===== src/rtl/fsp_pkg.sv =====
package fsp_pkg;

  // Width of the decimal accumulators; values saturate at 2^COUNT_BITS - 1
  localparam int COUNT_BITS = 16;
  // Width of the width and precision fields in a result word
  localparam int FIELD_BITS = 16;
  localparam int WIDE_BITS  = (COUNT_BITS > FIELD_BITS) ? COUNT_BITS : FIELD_BITS;
  localparam int ACC_BITS   = COUNT_BITS + 4;

  typedef enum logic [2:0] {
    PH_FLAGS = 3'd0,
    PH_WDIG  = 3'd1,
    PH_WDONE = 3'd2,
    PH_DOT   = 3'd3,
    PH_PDIG  = 3'd4,
    PH_PDONE = 3'd5
  } phase_t;

  typedef enum logic [3:0] {
    CONV_NONE = 4'd0,
    CONV_S    = 4'd1,
    CONV_PCT  = 4'd2,
    CONV_C    = 4'd3,
    CONV_D    = 4'd4,
    CONV_I    = 4'd5,
    CONV_U    = 4'd6,
    CONV_P    = 4'd7,
    CONV_X    = 4'd8,
    CONV_XU   = 4'd9
  } conv_t;

  // Flag bit positions
  localparam int FLAG_MINUS = 0;
  localparam int FLAG_PLUS  = 1;
  localparam int FLAG_SPACE = 2;
  localparam int FLAG_HASH  = 3;
  localparam int FLAG_ZERO  = 4;

  localparam logic [7:0] CH_MINUS = 8'h2D;
  localparam logic [7:0] CH_PLUS  = 8'h2B;
  localparam logic [7:0] CH_SPACE = 8'h20;
  localparam logic [7:0] CH_HASH  = 8'h23;
  localparam logic [7:0] CH_ZERO  = 8'h30;
  localparam logic [7:0] CH_NINE  = 8'h39;
  localparam logic [7:0] CH_STAR  = 8'h2A;
  localparam logic [7:0] CH_DOT   = 8'h2E;
  localparam logic [7:0] CH_S     = 8'h73;
  localparam logic [7:0] CH_PCT   = 8'h25;
  localparam logic [7:0] CH_C     = 8'h63;
  localparam logic [7:0] CH_D     = 8'h64;
  localparam logic [7:0] CH_I     = 8'h69;
  localparam logic [7:0] CH_U     = 8'h75;
  localparam logic [7:0] CH_P     = 8'h70;
  localparam logic [7:0] CH_X     = 8'h78;
  localparam logic [7:0] CH_XU    = 8'h58;

  typedef struct packed {
    phase_t                phase;
    logic [4:0]            flag_bits;
    logic [COUNT_BITS-1:0] width_count;
    logic                  width_star;
    logic [COUNT_BITS-1:0] precision_count;
    logic                  precision_seen;
    logic                  precision_star;
  } parse_state_t;

  localparam parse_state_t STATE_CLEAR = '{
    phase:           PH_FLAGS,
    flag_bits:       5'd0,
    width_count:     '0,
    width_star:      1'b0,
    precision_count: '0,
    precision_seen:  1'b0,
    precision_star:  1'b0
  };

  typedef struct packed {
    logic                  final_consumed;
    conv_t                 conversion;
    logic                  precision_from_argument;
    logic                  precision_given;
    logic [FIELD_BITS-1:0] precision_value;
    logic                  width_from_argument;
    logic [FIELD_BITS-1:0] min_width;
    logic                  zero_pad;
    logic                  alternate_form;
    logic                  space_sign;
    logic                  force_sign;
    logic                  pad_right;
  } result_t;

  localparam int RESULT_BITS = $bits(result_t);
  localparam int TDATA_BITS  = ((RESULT_BITS + 7) / 8) * 8;

  function automatic conv_t conv_code(input logic [7:0] c);
    conv_t r;
    case (c)
      CH_S:    r = CONV_S;
      CH_PCT:  r = CONV_PCT;
      CH_C:    r = CONV_C;
      CH_D:    r = CONV_D;
      CH_I:    r = CONV_I;
      CH_U:    r = CONV_U;
      CH_P:    r = CONV_P;
      CH_X:    r = CONV_X;
      CH_XU:   r = CONV_XU;
      default: r = CONV_NONE;
    endcase
    return r;
  endfunction

  function automatic logic [4:0] flag_bit(input logic [7:0] c);
    logic [4:0] r;
    r = 5'd0;
    case (c)
      CH_MINUS: r[FLAG_MINUS] = 1'b1;
      CH_PLUS:  r[FLAG_PLUS]  = 1'b1;
      CH_SPACE: r[FLAG_SPACE] = 1'b1;
      CH_HASH:  r[FLAG_HASH]  = 1'b1;
      CH_ZERO:  r[FLAG_ZERO]  = 1'b1;
      default:  r = 5'd0;
    endcase
    return r;
  endfunction

  // acc * 10 + digit, saturating at the counter maximum
  function automatic logic [COUNT_BITS-1:0] accumulate(
    input logic [COUNT_BITS-1:0] acc,
    input logic [3:0]            digit
  );
    logic [ACC_BITS-1:0] wide;
    logic [ACC_BITS-1:0] sum;
    wide = ACC_BITS'(acc);
    sum  = (wide << 3) + (wide << 1) + ACC_BITS'(digit);
    if (sum > ACC_BITS'({COUNT_BITS{1'b1}})) begin
      return {COUNT_BITS{1'b1}};
    end
    return sum[COUNT_BITS-1:0];
  endfunction

  // Low FIELD_BITS of a counter, zero extended if the counter is narrower
  function automatic logic [FIELD_BITS-1:0] to_field(input logic [COUNT_BITS-1:0] c);
    logic [WIDE_BITS-1:0] w;
    w = WIDE_BITS'(c);
    return w[FIELD_BITS-1:0];
  endfunction

endpackage


===== src/rtl/format_specifier_parser.sv =====
// Format specifier parser.
// Feed the bytes that follow a percent sign on the s_axis channel, one byte
// per word: s_axis_tdata is the byte, s_axis_tuser set marks the first byte
// of a new specifier and clears any parse in progress. Flags, width,
// precision and conversion are collected; the byte that ends the specifier
// (a conversion character, or any byte that cannot continue it) makes one
// result word on m_axis. Bytes that continue the specifier make no word.
// The result word for the ending byte is registered in the output register,
// or in the skid register while the receiver stalls. Throughput: one byte
// per cycle while s_axis_tready is high, set by the single phase update and
// times-ten accumulate between the parse state register and the output
// register. When the receiver stalls, the output register holds its word and
// a skid register takes one more; s_axis_tready drops only while the skid
// register is full. Reset clears the parse state to the flags phase and
// empties both output registers.
module format_specifier_parser (
  input  logic                           clk,
  input  logic                           rst,
  input  logic                           s_axis_tvalid,
  output logic                           s_axis_tready,
  input  logic [7:0]                     s_axis_tdata,  // [7:0] char_in
  input  logic                           s_axis_tuser,  // [0] begin_req
  output logic                           m_axis_tvalid,
  input  logic                           m_axis_tready,
  // [0] pad_right (minus flag), [1] force_sign, [2] space_sign,
  // [3] alternate_form, [4] zero_pad, [20:5] min_width,
  // [21] width_from_argument, [37:22] precision_value, [38] precision_given,
  // [39] precision_from_argument, [43:40] conversion, [44] final_consumed,
  // upper bits zero
  output logic [fsp_pkg::TDATA_BITS-1:0] m_axis_tdata
);

  fsp_pkg::parse_state_t st;
  fsp_pkg::parse_state_t st_next;
  logic                  emit;
  fsp_pkg::result_t      res;
  fsp_pkg::result_t      out_res;
  logic                  accept;

  assign accept = s_axis_tvalid && s_axis_tready;

  fsp_parse u_parse (
    .st        (st),
    .char_in   (s_axis_tdata),
    .begin_req (s_axis_tuser),
    .st_next   (st_next),
    .emit      (emit),
    .res       (res)
  );

  // Advance the parse state on each accepted word
  always_ff @(posedge clk) begin
    if (rst) begin
      st <= fsp_pkg::STATE_CLEAR;
    end else if (accept) begin
      st <= st_next;
    end
  end

  fsp_out_buf u_out_buf (
    .clk       (clk),
    .rst       (rst),
    .in_valid  (accept && emit),
    .in_ready  (s_axis_tready),
    .in_data   (res),
    .out_valid (m_axis_tvalid),
    .out_ready (m_axis_tready),
    .out_data  (out_res)
  );

  assign m_axis_tdata = fsp_pkg::TDATA_BITS'(out_res);

endmodule


===== src/rtl/fsp_parse.sv =====
module fsp_parse (
  input  fsp_pkg::parse_state_t st,
  input  logic [7:0]            char_in,
  input  logic                  begin_req,
  output fsp_pkg::parse_state_t st_next,
  output logic                  emit,
  output fsp_pkg::result_t      res
);

  fsp_pkg::parse_state_t cur;
  logic                  is_digit;
  logic [3:0]            digit;
  logic [4:0]            fbit;
  fsp_pkg::conv_t        conv;
  logic                  handled;
  logic                  early_phase;

  assign is_digit = (char_in >= fsp_pkg::CH_ZERO) && (char_in <= fsp_pkg::CH_NINE);
  assign digit    = char_in[3:0];
  assign fbit     = fsp_pkg::flag_bit(char_in);
  assign conv     = fsp_pkg::conv_code(char_in);

  // Advance the parse by one byte
  always_comb begin
    cur         = begin_req ? fsp_pkg::STATE_CLEAR : st;
    st_next     = cur;
    handled     = 1'b0;
    early_phase = (cur.phase == fsp_pkg::PH_FLAGS) || (cur.phase == fsp_pkg::PH_WDIG) ||
                  (cur.phase == fsp_pkg::PH_WDONE);
    case (cur.phase)
      fsp_pkg::PH_FLAGS: begin
        if (fbit != 5'd0) begin
          st_next.flag_bits = cur.flag_bits | fbit;
          handled = 1'b1;
        end else if (char_in == fsp_pkg::CH_STAR) begin
          st_next.width_star = 1'b1;
          st_next.phase      = fsp_pkg::PH_WDONE;
          handled = 1'b1;
        end else if (is_digit) begin
          st_next.width_count = fsp_pkg::accumulate('0, digit);
          st_next.phase       = fsp_pkg::PH_WDIG;
          handled = 1'b1;
        end
      end
      fsp_pkg::PH_WDIG: begin
        if (is_digit) begin
          st_next.width_count = fsp_pkg::accumulate(cur.width_count, digit);
          handled = 1'b1;
        end
      end
      fsp_pkg::PH_DOT: begin
        if (char_in == fsp_pkg::CH_STAR) begin
          st_next.precision_seen = 1'b0;
          st_next.precision_star = 1'b1;
          st_next.phase          = fsp_pkg::PH_PDONE;
          handled = 1'b1;
        end else if (is_digit) begin
          st_next.precision_count = fsp_pkg::accumulate('0, digit);
          st_next.phase           = fsp_pkg::PH_PDIG;
          handled = 1'b1;
        end
      end
      fsp_pkg::PH_PDIG: begin
        if (is_digit) begin
          st_next.precision_count = fsp_pkg::accumulate(cur.precision_count, digit);
          handled = 1'b1;
        end
      end
      default: begin
        handled = 1'b0;
      end
    endcase

    // A dot opens the precision while no precision has started
    if (!handled && (char_in == fsp_pkg::CH_DOT) && early_phase) begin
      st_next.precision_seen = 1'b1;
      st_next.phase          = fsp_pkg::PH_DOT;
      handled = 1'b1;
    end

    // Anything else ends the specifier
    emit = !handled;
    if (!handled) begin
      st_next = fsp_pkg::STATE_CLEAR;
    end

    res.pad_right               = cur.flag_bits[fsp_pkg::FLAG_MINUS];
    res.force_sign              = cur.flag_bits[fsp_pkg::FLAG_PLUS];
    res.space_sign              = cur.flag_bits[fsp_pkg::FLAG_SPACE];
    res.alternate_form          = cur.flag_bits[fsp_pkg::FLAG_HASH];
    res.zero_pad                = cur.flag_bits[fsp_pkg::FLAG_ZERO];
    res.min_width               = fsp_pkg::to_field(cur.width_count);
    res.width_from_argument     = cur.width_star;
    res.precision_value         = fsp_pkg::to_field(cur.precision_count);
    res.precision_given         = cur.precision_seen;
    res.precision_from_argument = cur.precision_star;
    res.conversion              = conv;
    res.final_consumed          = (conv != fsp_pkg::CONV_NONE);
  end

endmodule


===== src/rtl/fsp_out_buf.sv =====
module fsp_out_buf (
  input  logic             clk,
  input  logic             rst,
  input  logic             in_valid,
  output logic             in_ready,
  input  fsp_pkg::result_t in_data,
  output logic             out_valid,
  input  logic             out_ready,
  output fsp_pkg::result_t out_data
);

  logic             skid_valid;
  fsp_pkg::result_t skid_data;

  assign in_ready = !skid_valid;

  // Hold a word in the skid stage while the output register is stalled
  always_ff @(posedge clk) begin
    if (rst) begin
      out_valid  <= 1'b0;
      skid_valid <= 1'b0;
    end else if (out_valid && out_ready) begin
      if (skid_valid) begin
        out_data   <= skid_data;
        skid_valid <= 1'b0;
      end else begin
        out_valid <= in_valid;
        out_data  <= in_data;
      end
    end else if (!out_valid) begin
      out_valid <= in_valid;
      out_data  <= in_data;
    end else if (in_valid) begin
      skid_valid <= 1'b1;
      skid_data  <= in_data;
    end
  end

endmodule


===== config.mk =====
export PLATFORM = sky130hd
export DESIGN_NAME = format_specifier_parser
export DESIGN_NICKNAME = d
export VERILOG_FILES = /design/src/rtl/fsp_pkg.sv /design/src/rtl/format_specifier_parser.sv /design/src/rtl/fsp_parse.sv /design/src/rtl/fsp_out_buf.sv
export SDC_FILE = /design/constraint.sdc
export NUM_CORES = 1
export LEC_CHECK = 0
export BUFFER_PORTS_ARGS = -buffer_cell sky130_fd_sc_hd__buf_2
export CAP_MARGIN = 25
export CORE_MARGIN = 1.5
export CORE_UTILIZATION = 57
export CTS_BUF_LIST = sky130_fd_sc_hd__clkbuf_2 sky130_fd_sc_hd__clkbuf_4 sky130_fd_sc_hd__clkbuf_8
export DETAILED_ROUTE_END_ITERATION = 6
export GPL_ROUTABILITY_DRIVEN = 0
export GPL_TIMING_DRIVEN = 0
export PLACE_DENSITY_LB_ADDON = 0.15
export SYNTH_ARGS = -nofsm -noshare
export SYNTH_HDL_FRONTEND = slang
export SYNTH_SLANG_ARGS = --single-unit

===== constraint.sdc =====
create_clock -name clk -period 7.48 [get_ports clk]
set_input_delay 0.374 -clock clk [delete_from_list [all_inputs] [get_ports clk]]
set_output_delay 0.374 -clock clk [all_outputs]
set_load 0.005 [all_outputs]

==> results.json <==
{
  "rrSetupSlack_ns": 3.32,
  "grt_pass1_wl_microns": 33400,
  "drt-initial-drc-count": 990,
  "io_buffers": 56,
  "grt_max_degree": 27,
  "drc": 0,
  "post_cts_resized": 0,
  "regArea_sq_um": 3600,
  "r2r_end": "st[5]$_SDFFE_PP0P_",
  "vias_per_cell": 6.27,
  "yosysWarnings": 0,
  "worst_pin_slew_ns": 0.786,
  "crit_path_max_fanout": 10,
  "setup_tns_ns": 0,
  "synth_top_area_share": 0.327,
  "layout.nets": 1000,
  "synth.top_cells.by_area": "edfxtp_1 (33%), dfxtp_1 (11%), ha_1 (9.4%), mux2_2 (4.9%), a21oi_1 (4.7%)",
  "avgSynthCellArea_sq_um": 9.87,
  "drv_slew": 0,
  "clk_latency_ns": 0.44,
  "start_util": 0.589,
  "diodes": 0,
  "synth_edf_count": 90,
  "pre_cts_ws_ns": 2.37,
  "dieWidth_microns": 123,
  "cts_root_buffer": "clkbuf_8",
  "max_freq_mhz": 211,
  "cts_setup_buffers": 0,
  "ys.flop_type": "edfxtp_1",
  "critPathArrivalTime_ns": 5.10,
  "dp_hpwl_microns": 15900,
  "grt.total_usage": 0.285,
  "ios": 63,
  "start_kind": "input port",
  "holdCritStartpoint": "m_axis_tready",
  "maxCapViolations": 0,
  "async_flop_share": 0,
  "holdPathEnd": "u_out_buf.skid_valid$_SDFFE_PP0P_",
  "clk_pin_slew_ns": 0.08,
  "fin_crit_ns": 4.74,
  "finish.utilization": 0.660,
  "setup_slack_ns": 2.74,
  "power_leakage_nw": 3.90,
  "crit_type": "input port to flop",
  "design.core.area_sq_um": 14000,
  "grt_pass1_vias": 6458,
  "rsz0062_at_grt": "false",
  "ys_seq_area_frac": 0.436,
  "yosysTopAreaCell": "edfxtp_1",
  "finalSetupViolCount": 0,
  "antenna_found_initial": 0,
  "hold_depth": 2,
  "rows": 43,
  "crit_required_ns": 7.84,
  "clockBufferDepth": 2,
  "ant_nets": 0,
  "synthCells": 838,
  "status": "complete, no violations",
  "ys_seq_elements": 135,
  "power_density_nw_per_um2": 165,
  "first_pass_iters": 5,
  "multi_input_area_sq_um": 4390,
  "synth.cell_area_sq_um": 8270,
  "cts-buffers-inserted": 17,
  "hold_viol_final": 0,
  "htree_levels": 4,
  "peakVddDrop_mv": 0.107,
  "final_cell_mix": "edfxtp_1 (90), a21oi_1 (77), nand2_1 (68)",
  "dieHeight_microns": 123,
  "wl_microns": 21200,
  "fillers": 1117,
  "cts_hold_buf": 0,
  "finClkSkew_ns": 0.00927,
  "dieArea_sq_um": 15200,
  "final_common_cell": "edfxtp_1",
  "drive_gt1_frac": 0.180,
  "gr-total-overflow": 0,
  "ys_types": 71,
  "slew_headroom": 0.476,
  "clock-sinks": 135,
  "fin_crit_sh": 0.633,
  "reg2reg_from": "st[2]$_SDFFE_PP0P_",
  "num_vias": 6994,
  "endpoint_kind": "flop",
  "wl_per_cell_microns": 19.0,
  "hold_path.class": "input port to flop",
  "worstRegToRegCells": 14,
  "cts_tree": "yes",
  "area_growth_pct": 12.0
}
[routing by layer]
layer  share of wire  track usage
met2            0.45        0.438
met4           0.019       0.0955
met3           0.093       0.0535
met5               0            0
met1            0.44        0.406
[synthesized netlist by cell type (all sizes together), types with 7 or more instances]
library cell and number:
a21o 10, a211o 7, clkbuf 33, a21oi 78, nor2b 41, nand3 17
xor2 14, mux2 37, buf 18, inv 20, nand2b 12, o211ai 12
edfxtp 90, xnor2 12, o21ai 62, a31oi 22, nor2 51, dfxtp 45
ha 62, nand2 68, o31ai 9, nor3 16, or3 14
[logic make-up (layout without fill, tap and decap cells)]
| group | count (synthesis) | count (layout) | synth area share |
|---|---|---|---|
| muxes | 38 | 38 | 0.0520 |
| and+or+nand+nor | 256 | 256 | 0.159 |
| adders and majority gates | 64 | 64 | 0.0986 |
| other | 1 | 3 | 0.000453 |
| xor gates and xnor gates | 26 | 26 | 0.0275 |
| buffers and inverters | 71 | 166 | 0.0360 |
| DFF | 135 | 135 | 0.436 |
| AOI/OAI and AO/OA | 247 | 247 | 0.190 |
[how the worst max path moves through the flow]
stage / from / to
final: s_axis_tuser / st[7]$_SDFFE_PP0P_
after global routing: s_axis_tuser / st[7]$_SDFFE_PP0P_
after CTS: s_axis_tuser / st[15]$_SDFFE_PP0P_
after detailed placement: s_axis_tuser / st[7]$_SDFFE_PP0P_
after global placement: s_axis_tdata[2] / u_out_buf.skid_data[16]$_DFFE_PP_
after floorplan: st[42]$_SDFFE_PP0P_ / u_out_buf.skid_data[0]$_DFFE_PP_
[report_power, final]
group	switching (mW)	leakage (nW)	internal (mW)
combinational	0.0769	2.46	0.0383
sequential	0.00570	1.25	0.808
clock	0.300	0.190	0.297
total	0.383	3.90	1.14
[flip-flops by register name (all words and copies together), names as in the netlist]
register              flops
u_out_buf.skid_valid      1
u_out_buf.out_valid       1
st                       43
u_out_buf.out_data       45
u_out_buf.skid_data      45
[final cells by class]
class                           count  area share
Multi-Input combinational cell    634       0.474
Sequential cell                   135       0.389
Timing Repair Buffer               64      0.0382
Clock buffer                       17      0.0253
Tap cell                          180      0.0243
Buffer                             51      0.0240
Clock inverter                     14      0.0165
Inverter                           20     0.00811
[critical path, cell delays in order]
cell      delay (ns)
buf_2           0.16
clkbuf_1        0.36
clkbuf_1        0.40
clkbuf_1        0.52
nor2b_1         0.28
ha_1            0.36
ha_1            0.39
a21oi_1         0.24
nand2_1         0.08
o311a_1         0.33
o21ai_0         0.27
nor4b_1         0.09
o221ai_1        0.33
clkbuf_1        0.41
nand3_1         0.30
o211ai_1        0.18
[per-stage QoR]
stage          power (mW)  cells  hold slack, ns  instance area (sq um)
2_1_floorplan       0.899    840           0.417                   8280
3_3_place_gp        0.939   1076           0.426                   8780
3_5_place_dp        0.944   1084           0.435                   8870
4_1_cts              1.53   1115           0.214                   9260
5_1_grt              1.57   1115           0.226                   9260
6_report             1.53   1115           0.245                   9260
Power figures use the tool's default switching activity.
